[src/rtl/core/icbad_ram.sv]
// Generic single-write, single-read RAM with registered read data.
`default_nettype none

module icbad_ram #(
   parameter  int WIDTH  = 32,
   parameter  int DEPTH  = 64,
   localparam int ADDR_W = $clog2(DEPTH)
) (
   input  logic              clock,
   input  logic              wr_en,
   input  logic [ADDR_W-1:0] wr_addr,
   input  logic [WIDTH-1:0]  wr_data,
   input  logic              rd_en,
   input  logic [ADDR_W-1:0] rd_addr,
   output logic [WIDTH-1:0]  rd_data
);

   logic [WIDTH-1:0] mem_ff [DEPTH];
   logic [WIDTH-1:0] rd_data_ff;

   // read returns the old word when it hits the address being written
   always_ff @(posedge clock) begin
      if (wr_en) begin
         mem_ff[wr_addr] <= wr_data;
      end
      if (rd_en) begin
         rd_data_ff <= mem_ff[rd_addr];
      end
   end

   assign rd_data = rd_data_ff;

endmodule

`default_nettype wire

[config.mk]
export PLATFORM = sky130hd
export DESIGN_NAME = icbad_ram
export DESIGN_NICKNAME = d
export VERILOG_FILES = /design/src/rtl/core/icbad_ram.sv
export SDC_FILE = /design/constraint.sdc
export NUM_CORES = 2
export LEC_CHECK = 0
export ABC_CLOCK_PERIOD_IN_PS = 4350
export BUFFER_PORTS_ARGS = -buffer_cell sky130_fd_sc_hd__buf_2
export CAP_MARGIN = 10
export CORE_MARGIN = 8
export CORE_UTILIZATION = 47
export DETAILED_ROUTE_END_ITERATION = 10
export MAX_ROUTING_LAYER = met4
export PLACE_DENSITY = 0.66
export SETUP_SLACK_MARGIN = 0.15
export SLEW_MARGIN = 15
export SYNTH_ARGS = -nofsm -noshare
export SYNTH_HDL_FRONTEND = slang
export SYNTH_SLANG_ARGS = --single-unit
[constraint.sdc]
create_clock -name clock -period 4.35 [get_ports clock]
set_input_delay 0.2175 -clock clock [delete_from_list [all_inputs] [get_ports clock]]
set_output_delay 0.2175 -clock clock [all_outputs]
set_load 0.03 [all_outputs]
After elaboration in Yosys (flattened, before gate mapping)
Memory sizes are Yosys's and may differ from the RTL's. A register that Yosys moved wholly into a read port is not among the register bits. Cells that the tools add are included.

RAM bits: 2048. Flip-flop bits (word level): 0. Output and inout bits: 32. Memories kept: 1.

Multiplexer cells: 2.

Memory list: mem_ff (words 64, bits a word 32, read ports 1, clocked after memory_dff 1, write ports 1, RTL line 18) `logic [WIDTH-1:0] mem_ff [DEPTH];`.

Operators by type and width (number): $mux W1 (2).

Logic depth before layout (Yosys ltp)
Depth in word-level cells: 2. Gate-level depth with buffers: 10.

Worst setup path after synthesis
No wires, ideal clock.

Path type: input to register. Start point: input wr_addr[3]. End point: memory mem_ff[48][0] (enable). Data arrival time: 2.916 ns. Setup slack: 0.973 ns. Setup time: 0.461 ns. Required time: 3.889 ns. Stages: 4. Path buffers: 1. Cell sequence: clkbuf_1 > nor2b_1 > nand4b_1 > nor3_1.

RTL lines: start, declared (RTL line 11) `input logic [ADDR_W-1:0] wr_addr,`; end, declared (RTL line 18).

Straight into the memory's write port.

==> metrics.yaml <==
synth:
  synth.ff_latch_count: 2080
  syn-mean-instance-area_um2: 23.7
  synth.net_count: 3371
  postSynthCellCount: 3324
  dominantRegCellSynth: "edfxtp_1"
  ys_seq_area_share_pct: 79.2
  synth_enable_flop_cells: 2080
  number_of_warnings_printed_during_yosys_synthesis: 0
  cell_area_after_synthesis_um2: 78800
  netlist-cell-type-count: 33
  postSynth.asyncResetShare_pct: 0
power_and_ir_drop:
  power_density_nw_per_um2: 463
  peakVddDrop_uv: 317
  finalPower_mw: 41.6
  power.leakage_nw: 27.9
timing:
  timing.final.crit_period_ps: 2720
  final-setup-viol-count: 0
  worst_slew_margin_pct: 20.5
  max_clock_freq_mhz: 368
  worst_slew_pin_slew_ps: 1190
  post-route-period-util_pct: 62.4
  worst_clock_skew_ps: 18.3
  finalHoldViolations: 0
  setup_tns_ps: 0
  grt_setup_unrepaired: "no"
  maxSlewViolCount: 0
worst_setup_path:
  critPathRequiredTime_ps: 4860
  crit_path_max_incr_delay_ps: 640
  rrSetupSlack_ps: 1850
  reg2reg_to: "rd_data[25]$_DFFE_PP_"
  critPathLaunchType: "input port"
  crit_slowest_cell: "o22ai_1"
  path_common_cell: "mux4_2"
  crit_path_end_kind: "flop"
  ff2ff_path_depth: 5
  crit_start: "rd_addr[0]"
  worst-path-max-fanout: 41
  worstPathCellList: "buf_8, buf_12, buf_4, mux4_2, mux4_2, o22ai_1, nor2_1"
  worst-setup-path-type: "in2reg"
  critPathArrivalTime_ps: 3230
  rr_startpoint: "mem_ff[55][25]$_DFFE_PP_"
cells_and_area:
  design.final.nets: 3659
  layout-drive-gt1-share_pct: 30.4
  fin_area_um2: 89800
  area_growth_pct: 13.9
die:
  io_pins: 79
  floorplan.core_area_um2: 167000
  die_w_um: 426
  die_h_um: 426
  design.die.area_um2: 181000
  floorplan.initialDensity_pct: 47.3
  row_count: 150
grt:
  grt_max_degree: 65
  track_usage_pct: 22.4
  grt_first_pass_wirelength_um: 279000
  gr-total-overflow: 0
  globalRouteMet2Util_pct: 33.8
  globalRouteMet1Util_pct: 31.0
  grtUsageMet3_pct: 4.31
  first_global_vias: 37127
  grt.busiest_layer: "met2"
  initial_antenna_violation_count: 17
worst_hold_path:
  min_delay_worst_endpoint: "mem_ff[34][17]$_DFFE_PP_"
  holdCritStartpoint: "wr_data[17]"
  holdPathStages: 2
  timing.hold.worst.class: "in2reg"
route:
  drt-wirelength-per-cell_um: 33.0
  drt_iter0_drc: 4946
  via_count: 36981
  final_antenna_net_count: 0
  remaining_drc_errors: 0
  drtPass1Iterations: 5
  routed_wirelength_um: 198000
  avgViaCountPerCell: 6.17
flow_run:
  drv.max_cap_violation_count: 0
clock_tree:
  clk_pin_slew_ps: 60
  clockRootBuffer: "clkbuf_16"
  cts_hold_buf: 3
  tritoncts.num_buffers: 196
  post-cts-setup-buffer-count: 0
  max-clock-path-buffers: 3
  tritoncts: "yes"
  cts_repair_resize_count: 0
  cts_num_sinks: 2080
  cts.htree.levels: 4
  worst_skew_pair_latency_ps: 820
placement:
  dp_hpwl_um: 113000
  numPortBuffers: 78
  dpl_cell_area_um2: 83200
  place.gp.congestion: 0.865
status:
  outcome: "finished, final reports clean"
[layer usage]
metal  vias up  routed length [µm]
met5         -                   0
met4         0                7110
met3       255               18400
met2      1870               93800
met1     19946               78600
li1      14910                   -
[synthesized netlist by cell type, drive strengths merged, types with 7 or more instances]
master	n	area share [%]
o22ai	84	0.67
o221ai	27	0.30
nor2b	15	0.12
nand2b	8	0.063
a311oi	8	0.089
a21oi	62	0.39
mux2i	93	1.2
nand2	26	0.12
mux4	544	16
buf	108	0.77
nor3	7	0.044
edfxtp	2080	79
clkbuf	74	0.35
a22oi	12	0.11
nor2	137	0.65
[worst max-delay path: cells and delay by family]
family,cells,cell delay (ps)
compound gates,1,640
simple gates,1,210
mux,2,1000
buf+inv,3,1010
[cell type report]
type                    instances  area, µm²
diodes                         15       37.5
clock buffers                 237       5160
clock inverters               125       1260
fillers                     12278      77100
multi-input cells            1062      16000
flip-flops and latches       2080      62500
well taps                    2204       2760
repair buffers                272       2130
[worst max-delay path by stage]
stage | end | cells after the start
floorplan | mem_ff[48][0]$_DFFE_PP_ | 4
global placement | rd_data[18]$_DFFE_PP_ | 7
detailed placement | rd_data[18]$_DFFE_PP_ | 7
CTS | rd_data[18]$_DFFE_PP_ | 7
global route | rd_data[18]$_DFFE_PP_ | 7
finish | rd_data[27]$_DFFE_PP_ | 7
[flip-flops by register name, summed over array words and instances (netlist names)]
register	count
mem_ff	2048
rd_data	32
[stage by stage]
| stage | cells | hold slack [ps] | setup slack (ps) | utilization [%] |
|---|---|---|---|---|
| floorplan | 3324 | 316 | 973 | - |
| global placement | 5611 | 529 | 756 | 49.9 |
| detailed placement | 5611 | 547 | 735 | 49.9 |
| CTS | 5976 | 20.2 | 1620 | 53.7 |
| global route | 5995 | 60.2 | 1560 | 53.8 |
| finish | 5995 | 69.6 | 1630 | 53.8 |
[cells by family (layout without fill, tap and decap cells)]
kind of cell           count (synthesis)  after routing  synth area share (%)
muxes                                637            637                  16.7
buffers and inverters                182            634                  1.12
DFF                                 2080           2080                  79.2
other                                  0             15                     0
and+or+nand+nor                      223            223                  1.26
AOI/OAI and AO/OA                    202            202                  1.67
[power by group]
part	total, mW	internal [mW]	switching, mW	leakage (nW)
clock network	17.1	9.86	7.23	3.11
logic	2.18	0.765	1.41	6.05
registers	22.3	22.2	0.0732	18.7
total	41.6	32.9	8.72	27.9
[layout by cell type (no fill, tap or decap), types with 3 or more instances in the layout]
master            n
nor3_1            5
nand3_1           5
clkbuf_16       201
nor2b_1          15
bufinv_16        24
clkinvlp_4       10
diode_2          15
and3_1            4
buf_8             3
dlygate4sd3_1     6
inv_6             5
a22oi_1          12
o32ai_1           4
o221ai_1         27
o22ai_1          84
buf_12           18
nor2_4           62
clkbuf_1         36
nor2_1           75
nand2_1          26
mux4_2          544
or3_1             3
clkinv_2         25
a311oi_1          8
mux2i_1          93
buf_4           172
nand2b_1          7
nand3b_1          5
a21oi_1          62
or3b_2            3
a41o_1            4
buf_2            72
clkinv_1         56
edfxtp_1       2080
No activity file was read; power rests on OpenSTA's default activity.
