--- src/rtl/core/icbad_pkg.sv ---
// Shared constants and types of the icon block-average downscaler.
`default_nettype none

package icbad_pkg;

   localparam int PIXEL_IN_W = 8;
   localparam int ROW_W      = 6;
   localparam int COL_W      = 6;
   localparam int MEAN_W     = 8;
   localparam int DIM_REG_W  = 13;
   localparam int CSR_IDX_W  = 4;

   localparam logic [CSR_IDX_W-1:0] REG_IMAGE_ROWS = CSR_IDX_W'(0);
   localparam logic [CSR_IDX_W-1:0] REG_IMAGE_COLS = CSR_IDX_W'(1);

   localparam logic [DIM_REG_W-1:0] DIM_RESET = DIM_REG_W'(64);

   typedef struct packed {
      logic [ROW_W-1:0] icon_row;
      logic [COL_W-1:0] icon_col;
      logic             frame_done;
   } cell_tag_type;

endpackage

`default_nettype wire

--- src/rtl/core/icbad_div.sv ---
// Pipelined restoring divider: one quotient bit per stage, block sum over pixel count.
`default_nettype none

module icbad_div import icbad_pkg::*; #(
   parameter int SUM_W = 34,
   parameter int CNT_W = 26,
   parameter int Q_W   = 8
) (
   input  logic             clock,
   input  logic             reset,
   input  logic             advance,
   input  logic             in_valid,
   input  logic [SUM_W-1:0] in_sum,
   input  logic [CNT_W-1:0] in_cnt,
   input  cell_tag_type     in_tag,
   output logic             out_valid,
   output logic [Q_W-1:0]   out_quot,
   output cell_tag_type     out_tag
);

   logic             v_ff [Q_W];
   logic             v_in [Q_W];
   logic [SUM_W-1:0] r_ff [Q_W];
   logic [SUM_W-1:0] r_in [Q_W];
   logic [CNT_W-1:0] d_ff [Q_W];
   logic [CNT_W-1:0] d_in [Q_W];
   logic [Q_W-1:0]   q_ff [Q_W];
   logic [Q_W-1:0]   q_in [Q_W];
   cell_tag_type     t_ff [Q_W];
   cell_tag_type     t_in [Q_W];

   // quotient always fits Q_W bits: the mean never exceeds the largest pixel
   always_comb begin
      logic             v_p;
      logic [SUM_W-1:0] r_p;
      logic [CNT_W-1:0] d_p;
      logic [Q_W-1:0]   q_p;
      cell_tag_type     t_p;
      logic [SUM_W-1:0] trial;
      logic             ge;
      int               prev;
      for (int k = 0; k < Q_W; k++) begin
         prev = (k > 0) ? k - 1 : 0;
         if (k == 0) begin
            v_p = in_valid;
            r_p = in_sum;
            d_p = in_cnt;
            q_p = '0;
            t_p = in_tag;
         end else begin
            v_p = v_ff[prev];
            r_p = r_ff[prev];
            d_p = d_ff[prev];
            q_p = q_ff[prev];
            t_p = t_ff[prev];
         end
         trial   = SUM_W'(d_p) << (Q_W - 1 - k);
         ge      = (r_p >= trial);
         v_in[k] = v_p;
         d_in[k] = d_p;
         t_in[k] = t_p;
         r_in[k] = ge ? (r_p - trial) : r_p;
         q_in[k] = q_p | (ge ? (Q_W'(1) << (Q_W - 1 - k)) : '0);
      end
   end

   always_ff @(posedge clock) begin
      if (reset) begin
         for (int k = 0; k < Q_W; k++) begin
            v_ff[k] <= 1'b0;
         end
      end else if (advance) begin
         v_ff <= v_in;
      end
   end

   always_ff @(posedge clock) begin
      if (advance) begin
         r_ff <= r_in;
         d_ff <= d_in;
         q_ff <= q_in;
         t_ff <= t_in;
      end
   end

   assign out_valid = v_ff[Q_W-1];
   assign out_quot  = q_ff[Q_W-1];
   assign out_tag   = t_ff[Q_W-1];

endmodule

`default_nettype wire

--- config.mk ---
export PLATFORM = sky130hd
export DESIGN_NAME = icbad_div
export DESIGN_NICKNAME = d
export VERILOG_FILES = /design/src/rtl/core/icbad_pkg.sv /design/src/rtl/core/icbad_div.sv
export SDC_FILE = /design/constraint.sdc
export NUM_CORES = 1
export LEC_CHECK = 0
export BUFFER_PORTS_ARGS = -buffer_cell sky130_fd_sc_hd__buf_2
export CAP_MARGIN = 10
export CORE_UTILIZATION = 23
export DETAILED_ROUTE_END_ITERATION = 7
export HOLD_SLACK_MARGIN = 0.08
export SLEW_MARGIN = 40
export SYNTH_ARGS = -nofsm -noshare
export SYNTH_HDL_FRONTEND = slang
export SYNTH_SLANG_ARGS = --single-unit
--- constraint.sdc ---
create_clock -name clock -period 3.21 [get_ports clock]
set_input_delay 0.1605 -clock clock [delete_from_list [all_inputs] [get_ports clock]]
set_output_delay 0.1605 -clock clock [all_outputs]
set_load 0.005 [all_outputs]
# Word level (Yosys, flattened, before mapping)
# Index checks and enable logic that the tools add are counted.
# word_totals
wordCells	91
inputBits	77
output_inout_bits	22
regBits	596
# op_classes
magnitude_cmp	8
addsub	7
bitwise_logic	7
mux	15
# op_table
op	n
34-bit two-way mux	7
34-bit by 26-bit greater-or-equal comparator with 1-bit output	1
34-bit by 27-bit greater-or-equal comparator with 1-bit output	1
34-bit by 28-bit greater-or-equal comparator with 1-bit output	1
34-bit by 29-bit greater-or-equal comparator with 1-bit output	1
34-bit by 30-bit greater-or-equal comparator with 1-bit output	1
34-bit by 31-bit greater-or-equal comparator with 1-bit output	1
34-bit by 32-bit greater-or-equal comparator with 1-bit output	1
34-bit by 33-bit greater-or-equal comparator with 1-bit output	1
34-bit by 27-bit subtractor with 34-bit output	1
34-bit by 28-bit subtractor with 34-bit output	1
34-bit by 29-bit subtractor with 34-bit output	1
34-bit by 30-bit subtractor with 34-bit output	1
34-bit by 31-bit subtractor with 34-bit output	1
34-bit by 32-bit subtractor with 34-bit output	1
34-bit by 33-bit subtractor with 34-bit output	1
8-bit two-way mux	1
8-bit by 1-bit bitwise OR with 8-bit output	1
8-bit by 2-bit bitwise OR with 8-bit output	1
8-bit by 3-bit bitwise OR with 8-bit output	1
8-bit by 4-bit bitwise OR with 8-bit output	1
8-bit by 5-bit bitwise OR with 8-bit output	1
8-bit by 6-bit bitwise OR with 8-bit output	1
8-bit by 7-bit bitwise OR with 8-bit output	1
7 further kinds	7

# Depth between registers and ports, before layout
# depth
word_depth	3
ltp_mapped	15

# Least setup slack after synthesis
# No wires, ideal clock.
# synth_path
path_kind	register to register
start	reg r_ff[104] (netlist name)
end	reg r_ff[70] (netlist name) (data pin)
path_buffers	2
path_stages_with_launch	15
path_slack_ns	0.024
period_less_slack_ns	3.186
required_ns	2.943
t_arrival_ns	2.919
setup_time_ns	0.267
path_cell_list	edfxtp_1 inv_1 ha_1 inv_1 fa_1 a21oi_1 o211ai_1 o2111ai_1 a31oi_1 a21oi_1 o22ai_1 a21boi_1 buf_2 buf_1 o21ai_0
# synth_lines
item	line	rtl
start, declared	icbad_div.sv:23	logic [SUM_W-1:0] r_ff [Q_W];
start signal, assigned	icbad_div.sv:79	r_ff <= r_in;

==> flow_summary.ini <==
[setup_path]
critPathSlowestCell = edfxtp_1
worst_path_dominant_cell_family = compound AO/OA/AOI/OAI gates
critical_path_class = flop to flop
cp-start-kind = flop
worst_path_largest_cell_delay_ns = 0.44
crit_cells = 12
crit_path_frequent_cell = o31a_1
end_kind = flop
required_ns = 3.57
r2r_cells = 12
crit_arrival_ns = 3.49
crit_chain = ha_4 > fa_2 > nor2b_4 > o31a_1 > o311ai_4 > a21o_4 > a2111oi_4 > o21a_1 > o31a_1 > a21o_1 > a21oi_1 > xor2_1
cp_num_buf_inv = 0
worstPathMaxFanout = 3

[synthesis]
yosysUniqueCellTypes = 84
ys_dominant_reg_cell = edfxtp_1
synth_most_common_cell = edfxtp_1
synth_compound_area_share_pct = 14.1
synth_top_family_by_area = compound AO/OA/AOI/OAI gates
synth_xor_area_share_pct = 4.99
synth-adder-area-share_pct = 9.03
synth-simple-area-share_pct = 9.74
synth_area_leaders = edfxtp_1 55%, ha_1 8.6%, a21oi_1 4.4%, inv_1 3.2%, xnor2_1 2.9%
synth_area_leader_cell = edfxtp_1
syn_nets = 2947
ys_seq_area_share_pct = 55.9
async_flop_share_pct = 0
synth_edf_count = 560
synth_common_cells = 560 x edfxtp_1, 270 x a21oi_1, 258 x inv_1
postSynthCellCount = 2655
synth_seq_cells = 568
netlist_area_um2 = 30400
synth_top_cell_area_share_pct = 55.4
synth_area_per_cell_um2 = 11.4
synth_mux_area_share_pct = 1.66
synth_warnings = 0

[sta]
finalMaxSlewViolations = 0
rsz0062_at_grt = yes
skew_ns = 0.0317
final-setup-viol-count = 0
worst_pin_slew_ns = 0.724
period_share_pct = 97.4
maxSlewHeadroom_pct = 50.5
final_hold_viol_count = 0
timing.hold.ws_ns = 0.254
period_needed_ns = 3.13
max_freq_mhz = 320

[routing]
first_pass_iters = 5
vias_per_cell = 4.25
drc = 0
drt_iter0_markers = 891
wire_per_inst_um = 13.6
wl_um = 65900
ant_nets = 0
vias = 20600

[clock_network]
cts.htree.levels = 3
path_clk_slew_ns = 0.06
cts_tree = done
clockBufferDepth = 3
cts_root_buf = clkbuf_16
clkSinkCount = 568
cts_inserted_buffers = 68
clock_latency_ns = 0.64

[global_route]
grt_pass1_wl_um = 103000
grt_use_total_pct = 9.65
antenna_found_initial = 1
grt_max_degree = 72
grt_pass1_vias = 20100
grt.overflow.total = 0

[power]
power_frac_comb_pct = 37.0
switching_power_mw = 10.0
power.density_nw_per_um2 = 797
ir_worst_vdd_uv = 403
p_seq_share_pct = 36.8
clkPwrFrac_pct = 26.2
p_leak_nw = 15.1
p_int_mw = 20.4
power.share.switching_pct = 32.9
total_power_mw = 30.4

[min_path]
hp-class = input port to flop
holdPathStages = 2

[placement]
place.detailed.hpwl_um = 49600
finalWeightedCongestion = 0.848
io_buffers = 98

[die]
rows = 132
pin_count = 99
die_y_um = 365
dieArea_um2 = 133000
die_w_um = 365
core_um2 = 130000
initial_core_util_pct = 23.3

[run]
drv_cap = 0

[outcome]
status = completed

[layout]
layout-drive-gt1-share_pct = 18.1
post-route-util_pct = 29.2
nets = 3337
area_growth_pct = 25.5
n_fill_cell = 13300
## kinds of logic (layout without fill, tap and decap cells)
| kind of cell | Yosys count | in the layout |
|---|---|---|
| muxes | 46 | 46 |
| other | 0 | 1 |
| DFF | 568 | 568 |
| xor gates and xnor gates | 173 | 173 |
| AOI/OAI and AO/OA | 684 | 684 |
| buffers and inverters | 342 | 784 |
| and+or+nand+nor | 627 | 627 |
| adders and majority gates | 215 | 215 |
## stage by stage
step | cells | area [um2] | setup TNS, ns | setup WS (ns)
final | 4840 | 38100 | 0 | 0.0834
after floorplan | 2655 | 30400 | 0 | 0.0236
after detailed placement | 4622 | 34400 | -4.08 | -0.132
after global placement | 4622 | 34400 | -1.64 | -0.0911
after CTS | 4826 | 37700 | 0 | 0.00193
after global routing | 4840 | 38100 | -0.155 | -0.0625
## layout by cell type (no fill, tap or decap), types with 85 or more instances in the layout
cell type,synthesis,routed
a21o_1,85,85
a21oi_1,270,260
buf_2,15,97
buf_4,21,208
edfxtp_1,560,560
ha_1,208,203
inv_1,258,256
nand2_1,158,157
nor2_1,225,224
o21ai_0,139,126
xnor2_1,101,101
## layout make-up
cell class,count,area [um2],share of cell area [%]
clock inverters,45,612,1.61
inverters,258,968,2.54
diodes,1,2.50,0.00657
flip-flops and latches,568,17000,44.5
multi-input cells,1745,12400,32.5
well taps,1742,2180,5.72
clock buffers,77,1760,4.61
repair buffers,404,3240,8.49
## worst paths after layout
| kind | startpoint | endpoint | slack (ns) |
|---|---|---|---|
| worst max-delay path | d_ff[156] | r_ff[201] | 0.08 |
| worst min register to register | t_ff[87] | t_ff[74] | 0.42 |
| worst max register to register | d_ff[156] | r_ff[201] | 0.08 |
| worst min-delay path | in_cnt[8] | d_ff[190] | 0.25 |
## layer usage
| layer | wire (um) | part of all wire, % | track usage (%) | vias up |
|---|---|---|---|---|
| met2 | 30500 | 46 | 15.8 | 392 |
| met1 | 30400 | 46 | 12.3 | 9600 |
| met4 | 2450 | 3.7 | 4.61 | 0 |
| met3 | 2560 | 3.9 | 1.68 | 111 |
| met5 | 0 | 0 | 0 | - |
| li1 | - | - | - | 10500 |
## power groups by stage
| stage | combinational (mW) | clock, mW | sequential [mW] |
|---|---|---|---|
| 6_report | 11.3 | 7.95 | 11.2 |
| 5_1_grt | 12.6 | 8.52 | 11.3 |
| 4_1_cts | 10.9 | 8.27 | 11.2 |
| 3_5_place_dp | 10.7 | 0 | 11.3 |
| 3_3_place_gp | 10.6 | 0 | 11.3 |
| 2_1_floorplan | 7.70 | 0 | 10.9 |
## worst reg2reg max path, cell delays in order, from the launching register on
cell and delay [ns]:
edfxtp_1 0.44, ha_4 0.20, fa_2 0.37, nor2b_4 0.12, o31a_1 0.21, o311ai_4 0.14
a21o_4 0.25, a2111oi_4 0.39, o21a_1 0.16, o31a_1 0.14, a21o_1 0.17, a21oi_1 0.10
xor2_1 0.16
## state kept, by name, summed over array words and instances (netlist names)
signal / count
r_ff: 238
out_tag: 13
t_ff: 91
d_ff: 182
q_ff: 28
out_quot: 8
out_valid: 1
v_ff: 7
## what timing repair did
action | CTS | global route
setup endpoints to repair | 58 | 146
pin swaps | 17 | 35
endpoints found under the hold margin | 121 | 0
resized for setup | 23 | 67
hold buffers | 77 | 0
gates cloned | 0 | 2
buffers inserted | 5 | 11
Power figures use the tool's default switching activity.
