<file path="src/rtl/core/icbad_pkg.sv">
// Shared constants and types of the icon block-average downscaler.
`default_nettype none

package icbad_pkg;

   localparam int PIXEL_IN_W = 8;
   localparam int ROW_W      = 6;
   localparam int COL_W      = 6;
   localparam int MEAN_W     = 8;
   localparam int DIM_REG_W  = 13;
   localparam int CSR_IDX_W  = 4;

   localparam logic [CSR_IDX_W-1:0] REG_IMAGE_ROWS = CSR_IDX_W'(0);
   localparam logic [CSR_IDX_W-1:0] REG_IMAGE_COLS = CSR_IDX_W'(1);

   localparam logic [DIM_REG_W-1:0] DIM_RESET = DIM_REG_W'(64);

   typedef struct packed {
      logic [ROW_W-1:0] icon_row;
      logic [COL_W-1:0] icon_col;
      logic             frame_done;
   } cell_tag_type;

endpackage

`default_nettype wire

</file>
<file path="src/rtl/core/icbad_geom.sv">
// Dimension registers and block-size computation (reciprocal multiply by the icon size).
`default_nettype none

module icbad_geom import icbad_pkg::*; #(
   parameter int ICON_SIZE = 64,
   parameter int MAX_DIM   = 4096,
   parameter int DIM_W     = 13
) (
   input  logic                 clock,
   input  logic                 reset,
   input  logic                 wr_en,
   input  logic [CSR_IDX_W-1:0] wr_index,
   input  logic [DIM_REG_W-1:0] wr_data,
   output logic                 restart,
   output logic                 busy,
   output logic [DIM_W-1:0]     rows,
   output logic [DIM_W-1:0]     cols,
   output logic [DIM_W-1:0]     base_row,
   output logic [DIM_W-1:0]     last_row,
   output logic [DIM_W-1:0]     base_col,
   output logic [DIM_W-1:0]     last_col
);

   // floor(n / ICON_SIZE) == (n * RECIP) >> DIV_SH for every DIM_W-bit n
   localparam int          DIV_SH = DIM_W + $clog2(ICON_SIZE);
   localparam int          PROD_W = 2 * DIM_W + 1;
   localparam logic [63:0] RECIP  = ((64'd1 << DIV_SH) + 64'(ICON_SIZE) - 64'd1)
                                    / 64'(ICON_SIZE);

   localparam logic [1:0] G_LOAD = 2'd0;
   localparam logic [1:0] G_DIV  = 2'd1;
   localparam logic [1:0] G_FIN  = 2'd2;
   localparam logic [1:0] G_IDLE = 2'd3;

   logic [1:0]           state_ff, state_in;
   logic [DIM_REG_W-1:0] raw_ff  [2];
   logic [DIM_REG_W-1:0] raw_in  [2];
   logic [DIM_W-1:0]     dim_ff  [2];
   logic [DIM_W-1:0]     dim_in  [2];
   logic [DIM_W-1:0]     quo_ff  [2];
   logic [DIM_W-1:0]     quo_in  [2];
   logic [DIM_W-1:0]     last_ff [2];
   logic [DIM_W-1:0]     last_in [2];
   logic [PROD_W-1:0]    prod    [2];

   function automatic logic [DIM_W-1:0] clamp_dim(input logic [DIM_REG_W-1:0] v);
      logic [31:0] w;
      w = 32'(v);
      if (w < 32'(ICON_SIZE)) begin
         clamp_dim = DIM_W'(ICON_SIZE);
      end else if (w > 32'(MAX_DIM)) begin
         clamp_dim = DIM_W'(MAX_DIM);
      end else begin
         clamp_dim = DIM_W'(w);
      end
   endfunction

   assign restart = wr_en && (wr_index == REG_IMAGE_ROWS || wr_index == REG_IMAGE_COLS);
   assign busy    = (state_ff != G_IDLE);

   always_comb begin
      state_in = state_ff;
      raw_in   = raw_ff;
      dim_in   = dim_ff;
      quo_in   = quo_ff;
      last_in  = last_ff;

      for (int l = 0; l < 2; l++) begin
         prod[l] = PROD_W'(dim_ff[l]) * PROD_W'(RECIP);
      end

      case (state_ff)
         G_LOAD: begin
            for (int l = 0; l < 2; l++) begin
               dim_in[l] = clamp_dim(raw_ff[l]);
            end
            state_in = G_DIV;
         end
         G_DIV: begin
            // block size: clamped dimension over the icon size
            for (int l = 0; l < 2; l++) begin
               quo_in[l] = DIM_W'(prod[l] >> DIV_SH);
            end
            state_in = G_FIN;
         end
         G_FIN: begin
            // last block takes the leftover lines or pixels
            for (int l = 0; l < 2; l++) begin
               last_in[l] = DIM_W'(32'(dim_ff[l]) - 32'(ICON_SIZE - 1) * 32'(quo_ff[l]));
            end
            state_in = G_IDLE;
         end
         G_IDLE: begin
         end
         default: begin
            state_in = G_LOAD;
         end
      endcase

      if (wr_en && wr_index == REG_IMAGE_ROWS) begin
         raw_in[0] = wr_data;
      end
      if (wr_en && wr_index == REG_IMAGE_COLS) begin
         raw_in[1] = wr_data;
      end
      if (restart) begin
         state_in = G_LOAD;
      end
   end

   always_ff @(posedge clock) begin
      if (reset) begin
         state_ff  <= G_LOAD;
         raw_ff[0] <= DIM_RESET;
         raw_ff[1] <= DIM_RESET;
      end else begin
         state_ff <= state_in;
         raw_ff   <= raw_in;
      end
   end

   always_ff @(posedge clock) begin
      dim_ff  <= dim_in;
      quo_ff  <= quo_in;
      last_ff <= last_in;
   end

   assign rows     = dim_ff[0];
   assign cols     = dim_ff[1];
   assign base_row = quo_ff[0];
   assign base_col = quo_ff[1];
   assign last_row = last_ff[0];
   assign last_col = last_ff[1];

endmodule

`default_nettype wire

</file>
<file path="config.mk">
export PLATFORM = sky130hd
export DESIGN_NAME = icbad_geom
export DESIGN_NICKNAME = d
export VERILOG_FILES = /design/src/rtl/core/icbad_pkg.sv /design/src/rtl/core/icbad_geom.sv
export SDC_FILE = /design/constraint.sdc
export NUM_CORES = 1
export LEC_CHECK = 0
export BUFFER_PORTS_ARGS = -buffer_cell sky130_fd_sc_hd__buf_2
export CAP_MARGIN = 5
export CORE_ASPECT_RATIO = 1.1
export CORE_UTILIZATION = 50
export DETAILED_ROUTE_END_ITERATION = 8
export MAX_ROUTING_LAYER = met4
export PLACE_DENSITY = 0.72
export SLEW_MARGIN = 15
export SYNTH_ARGS = -nofsm -noshare
export SYNTH_HDL_FRONTEND = slang
export SYNTH_SLANG_ARGS = --single-unit
export TNS_END_PERCENT = 10
</file>
<file path="constraint.sdc">
create_clock -name clock -period 6.9 [get_ports clock]
set_clock_uncertainty 0.05 [all_clocks]
set_input_delay 1.38 -clock clock [delete_from_list [all_inputs] [get_ports clock]]
set_output_delay 1.38 -clock clock [all_outputs]
set_load 0.01 [all_outputs]
</file>
# Yosys cells after proc, flatten, opt, wreduce, memory -nomap -nowiden
# Cells that the tools add are included.
[totals]
in_bits = 20
output_inout_bits = 80
latch_bits = 0
ff_bits = 94
word_cells = 36
mem_count = 0
mem_bits_rw = 0
mem_bits_ro = 0
[classes]
shift = 0
n_lt_le_gt_ge = 4
mux = 3
n_reduce_logical = 10
bitwise = 0
n_eq_ne = 4
div = 0
multipliers = 2
addsub = 2
[ops]
columns = ["cell", "count"]
rows = [
  ["> comparator 13 bit, second input constant", 2],
  ["less-than comparator 13 x 7 -> 1 bit, second input constant", 2],
  ["multiplier 6 x 7 -> 13 bit, first input constant", 2],
  ["2-to-1 mux 13 bit", 2],
  ["subtractor 13 bit", 2],
  ["case mux 2 bit (3 select lines)", 1],
  ["OR reduction 2 bit", 3],
  ["== test 4 x 1 -> 1 bit, second input constant", 1],
  ["logical NOT 4 bit", 1],
  ["logical AND 1 bit", 3],
  ["nonzero test 3 bit", 1],
  ["== test 2 x 1 -> 1 bit, second input constant", 1],
  ["== test 2 bit, second input constant", 1],
  ["logical NOT 2 bit", 1],
  ["!= test 2 bit, second input constant", 1],
  ["logical OR 1 bit", 1],
]

# Longest topological paths before layout
[depth]
depth_word = 4
depth_mapped = 16
ltp_nobuf = 15

# Worst setup path after synthesis
# No wires, ideal clock.
[synth_path]
path_kind = "register to register"
startpoint = "register quo_ff (netlist bit base_col[4])"
endpoint = "register last_ff (netlist bit last_col[12]) (data pin)"
path_buffers = 1
path_stages_with_launch = 15
synth_period_minus_slack_ps = 4355
required_time_ps = 6585
t_arrival_ps = 4040
setup_ps = 265
setup_slack_ps = 2545
cell_sequence = "edfxtp_1 > fa_1 > inv_1 > fa_1 > inv_1 > fa_1 > inv_1 > fa_1 > ha_1 > clkbuf_1 > a21oi_1 > nand3_1 > a21o_1 > a221oi_1 > xnor2_1"
[synth_between]
elab_chain_len = 2
[synth_rtl]
columns = ["item", "line_no", "text"]
rows = [
  ["start, declared", "icbad_geom.sv:40", "logic [DIM_W-1:0] quo_ff [2];"],
  ["start signal, assigned", "icbad_geom.sv:124", "quo_ff <= quo_in;"],
  ["multiplier 6 x 7 -> 13 bit", "icbad_geom.sv:89", "last_in[l] = DIM_W'(32'(dim_ff[l]) - 32'(ICON_SIZE - 1) * 32'(quo_ff[l]));"],
  ["subtractor 13 bit", "icbad_geom.sv:89", ""],
  ["end signal, assigned", "icbad_geom.sv:125", "last_ff <= last_in;"],
  ["end, declared", "icbad_geom.sv:42", "logic [DIM_W-1:0] last_ff [2];"],
]
# Every way passes these cells.
# A chain may end at the register's enable or synchronous reset.

# Worst setup path after layout
[layout_path]
startpoint = "register quo_ff (netlist bit base_col[4])"
endpoint = "register last_ff (netlist bit last_col[11]) (data pin)"
# The elaborated chain is that of the path after synthesis.

==> implementation parameters <==
Parameter                              Value

Cells and area
  Area occupied by registers ... 2542 sq um
  Nets@finish ... 858
  Fraction of layout instances using a drive strength above 1 ... 15.28%
  Number of diodes added for antenna fixing ... 0
  Post-layout instance area ... 7360 sq um
  Layout area overhead ... 12.47%
  Highest-count cells in the layout ignoring fill and taps ... sky130_fd_sc_hd__inv_1, sky130_fd_sc_hd__buf_2, sky130_fd_sc_hd__nand2_1, sky130_fd_sc_hd__edfxtp_1, sky130_fd_sc_hd__ha_1
  Most common cell after layout, fill and taps aside ... sky130_fd_sc_hd__inv_1
  Fill count ... 1096
  Footprint of the multi-input gates ... 3405 sq um

Logic synthesis
  Number of instances in the synthesized netlist ... 643
  #FFs+latches synth ... 94
  Seq/Total Area, Yosys ... 38.85%
  Warnings, synthesis ... 0
  Most instantiated flip-flop cell in the synthesis netlist ... sky130_fd_sc_hd__edfxtp_1
  Average cell area after synthesis ... 10.18 sq um
  Count of flip-flops with a built-in enable after synthesis ... 66
  Mapped cell area ... 6544 sq um
  Count of different cell masters after synthesis ... 55
  Fraction of registers with async set/reset ... 0%

Global route
  Number of antenna violations at the first check in global routing ... 0
  Gr ovfl total ... 0
  First-pass GRT wire length ... 20420 microns
  Total routing resource utilization after global routing ... 20.07%
  Pin count of the biggest net entering global routing ... 29
  Number of global-route vias before repair ... 4206

Clocking
  Inserted Clock Buffers ... 9
  Worst-path clk slew ... 70 ps
  CTS H-tree lvls ... 3
  Number of sinks on the clock net ... 94
  Cells resized by post-CTS repair ... 0
  Clock tree from TritonCTS ... built
  Cell chosen for the clock root ... sky130_fd_sc_hd__clkbuf_16
  Number of buffers inserted for hold repair after clock tree synthesis ... 0
  Maximum clock insertion buffer count ... 2
  Clk Latency, worst-skew pair ... 350 ps
  Total setup buffers inserted after CTS ... 0

STA
  Final critical-path required period ... 4546 ps
  Share of the cycle needed by the critical path after routing ... 65.88%
  Count of final max-slew check failures ... 0
  Unrepaired setup endpoints after global routing ... no
  Maximum clock frequency ... 220.0 MHz
  Final worst hold slack ... 411.3 ps
  Transition time at the pin with the least slew margin ... 735.9 ps
  TNS Setup ... 0 ps
  Max transition margin ... 50.94%
  Worst setup slack after layout ... 2354 ps
  Number of endpoints with negative hold slack in the final report ... 0
  Count of final setup violators ... 0

Outcome
  Violated checks ... design-rule violations
  Status ... finished, violations left

Setup path
  Critical path origin ... base_col[4]
  Worst Reg2Reg Path Length in Cells ... 14
  Kind of critical path ... reg -> reg
  Kind of start point of the critical path ... flop
  Arrival time of data at the critical path endpoint ... 4570 ps
  Critical path fanouts, max ... 6
  Element type at the critical path end ... flop
  Minimum setup slack among reg-to-reg paths ... 2350 ps
  Worst flop-to-flop path endpoint ... last_col[11]
  R2R Path Start ... base_col[4]
  Required time worst endpoint ... 6920 ps

Drt
  1st-pass router iterations ... 6
  Total via count in the routed design ... 4426
  Wire length after detailed routing ... 12650 microns
  Count of antenna-violating nets left after detailed routing ... 0
  Detailed router's first-iteration violation count ... 173
  Wirelength per Cell ... 14.21 microns
  DRC Markers ... 8
  Via/cell ratio ... 4.973

Worst hold path
  Path type of the worst min-delay path ... reg -> reg
  Startpoint of the tightest hold check path ... raw_ff[11]
  Hold Path Sink ... raw_ff[11]
  Hold Path Stages ... 2

Placed design
  Gpl congestion ... 0.8994
  Half-perimeter wire length after placement ... 10220 microns
  Post-Place Worst Slack ... 2348 ps
  Standard cell area after detailed placement ... 7083 sq um
  Quantity of I/O buffers inserted on ports ... 87

Floorplanning
  Die boundary width ... 111.1 microns
  Total core area ... 12700 sq um
  Die H ... 122.0 microns
  Initial Util ... 51.54%
  Top-level I/O count ... 100
  Die area ... 13550 sq um
  Standard-cell row count ... 43

Run
  Max-Cap Viols ... 0
## cell type report
type | count | share of cell area, %
Inverter | 133 | 6.783
Clock inverter | 6 | 0.6120
Multi-Input combinational cell | 402 | 46.26
Tap cell | 157 | 2.669
Sequential cell | 94 | 34.55
Timing Repair Buffer | 88 | 6.018
Clock buffer | 10 | 3.111
## cells in the mapped netlist, types with 3 or more instances
cell type	number	area, sq um
sky130_fd_sc_hd__inv_1	133	499.2
sky130_fd_sc_hd__nand2_1	67	251.5
sky130_fd_sc_hd__edfxtp_1	66	1982
sky130_fd_sc_hd__ha_1	60	750.7
sky130_fd_sc_hd__fa_1	50	1001
sky130_fd_sc_hd__a21oi_1	43	215.2
sky130_fd_sc_hd__dfxtp_1	28	560.5
sky130_fd_sc_hd__nor2_1	23	86.33
sky130_fd_sc_hd__and2_1	19	118.9
sky130_fd_sc_hd__o21ai_0	15	75.07
sky130_fd_sc_hd__xnor2_1	15	131.4
sky130_fd_sc_hd__buf_4	12	90.09
sky130_fd_sc_hd__clkbuf_1	11	41.29
sky130_fd_sc_hd__nor3_1	10	50.05
sky130_fd_sc_hd__nor2b_1	8	50.05
sky130_fd_sc_hd__xor2_1	7	61.31
sky130_fd_sc_hd__a21o_1	6	45.04
sky130_fd_sc_hd__nand3_1	6	30.03
sky130_fd_sc_hd__o21a_1	5	37.54
sky130_fd_sc_hd__a21boi_0	3	22.52
sky130_fd_sc_hd__a221o_1	3	30.03
sky130_fd_sc_hd__a31oi_1	3	18.77
sky130_fd_sc_hd__and3_1	3	18.77
sky130_fd_sc_hd__nand4_1	3	18.77
sky130_fd_sc_hd__or2_2	3	18.77
## through the flow
stage               util [%]  cells
floorplan                  -    654
global placement       55.78    874
detailed placement     55.78    874
CTS                    57.94    890
global route           57.96    890
finish                 57.96    890
## worst max-delay path: stages, from the launching register on
cell and delay (ps):
sky130_fd_sc_hd__edfxtp_1 500, sky130_fd_sc_hd__inv_1 90, sky130_fd_sc_hd__fa_1 480, sky130_fd_sc_hd__inv_1 70
sky130_fd_sc_hd__fa_1 540, sky130_fd_sc_hd__inv_1 50, sky130_fd_sc_hd__fa_1 520, sky130_fd_sc_hd__inv_1 50
sky130_fd_sc_hd__fa_1 490, sky130_fd_sc_hd__inv_1 40, sky130_fd_sc_hd__ha_1 390, sky130_fd_sc_hd__nand3_1 190
sky130_fd_sc_hd__nor3b_1 190, sky130_fd_sc_hd__a2111oi_0 470, sky130_fd_sc_hd__o311ai_1 170
## sequential cells by signal (all words and copies together), names as in the netlist
name,count
raw_ff,26
cols,13
last_col,13
last_row,13
rows,13
base_col,7
base_row,7
state_ff,2
## how the worst max path moves through the flow
| stage | endpoint | slack (ps) | cells after the start |
|---|---|---|---|
| 2_1_floorplan | last_col[12] | 2540 | 14 |
| 3_3_place_gp | last_col[11] | 2450 | 14 |
| 3_5_place_dp | last_col[11] | 2350 | 12 |
| 4_1_cts | last_col[11] | 2320 | 14 |
| 5_1_grt | last_col[11] | 2100 | 14 |
| 6_report | last_col[11] | 2350 | 14 |
## routing by layer
| layer | up-vias | GRT usage, % | share of wire (%) |
|---|---|---|---|
| met5 | - | - | 0 |
| met4 | 0 | 6.419 | 1.4 |
| met3 | 13 | 3.234 | 3.5 |
| met2 | 99 | 34.36 | 49 |
| met1 | 2063 | 24.54 | 46 |
| li1 | 2251 | - | - |
## cell families after synthesis
logic type	Yosys count	synth area share, %
AO/OA/AOI/OAI	99	9.656
XOR/XNOR	22	2.945
adder cells (fa/ha/maj)	110	26.77
buffers and inverters	158	9.790
flip-flops	94	38.85
multiplexers	2	0.3250
other	1	0.05731
AND/OR/NAND/NOR	157	11.61
Power is not shown: default switching activity piles up to over one toggle a cycle in this logic, so the estimate is an artifact.
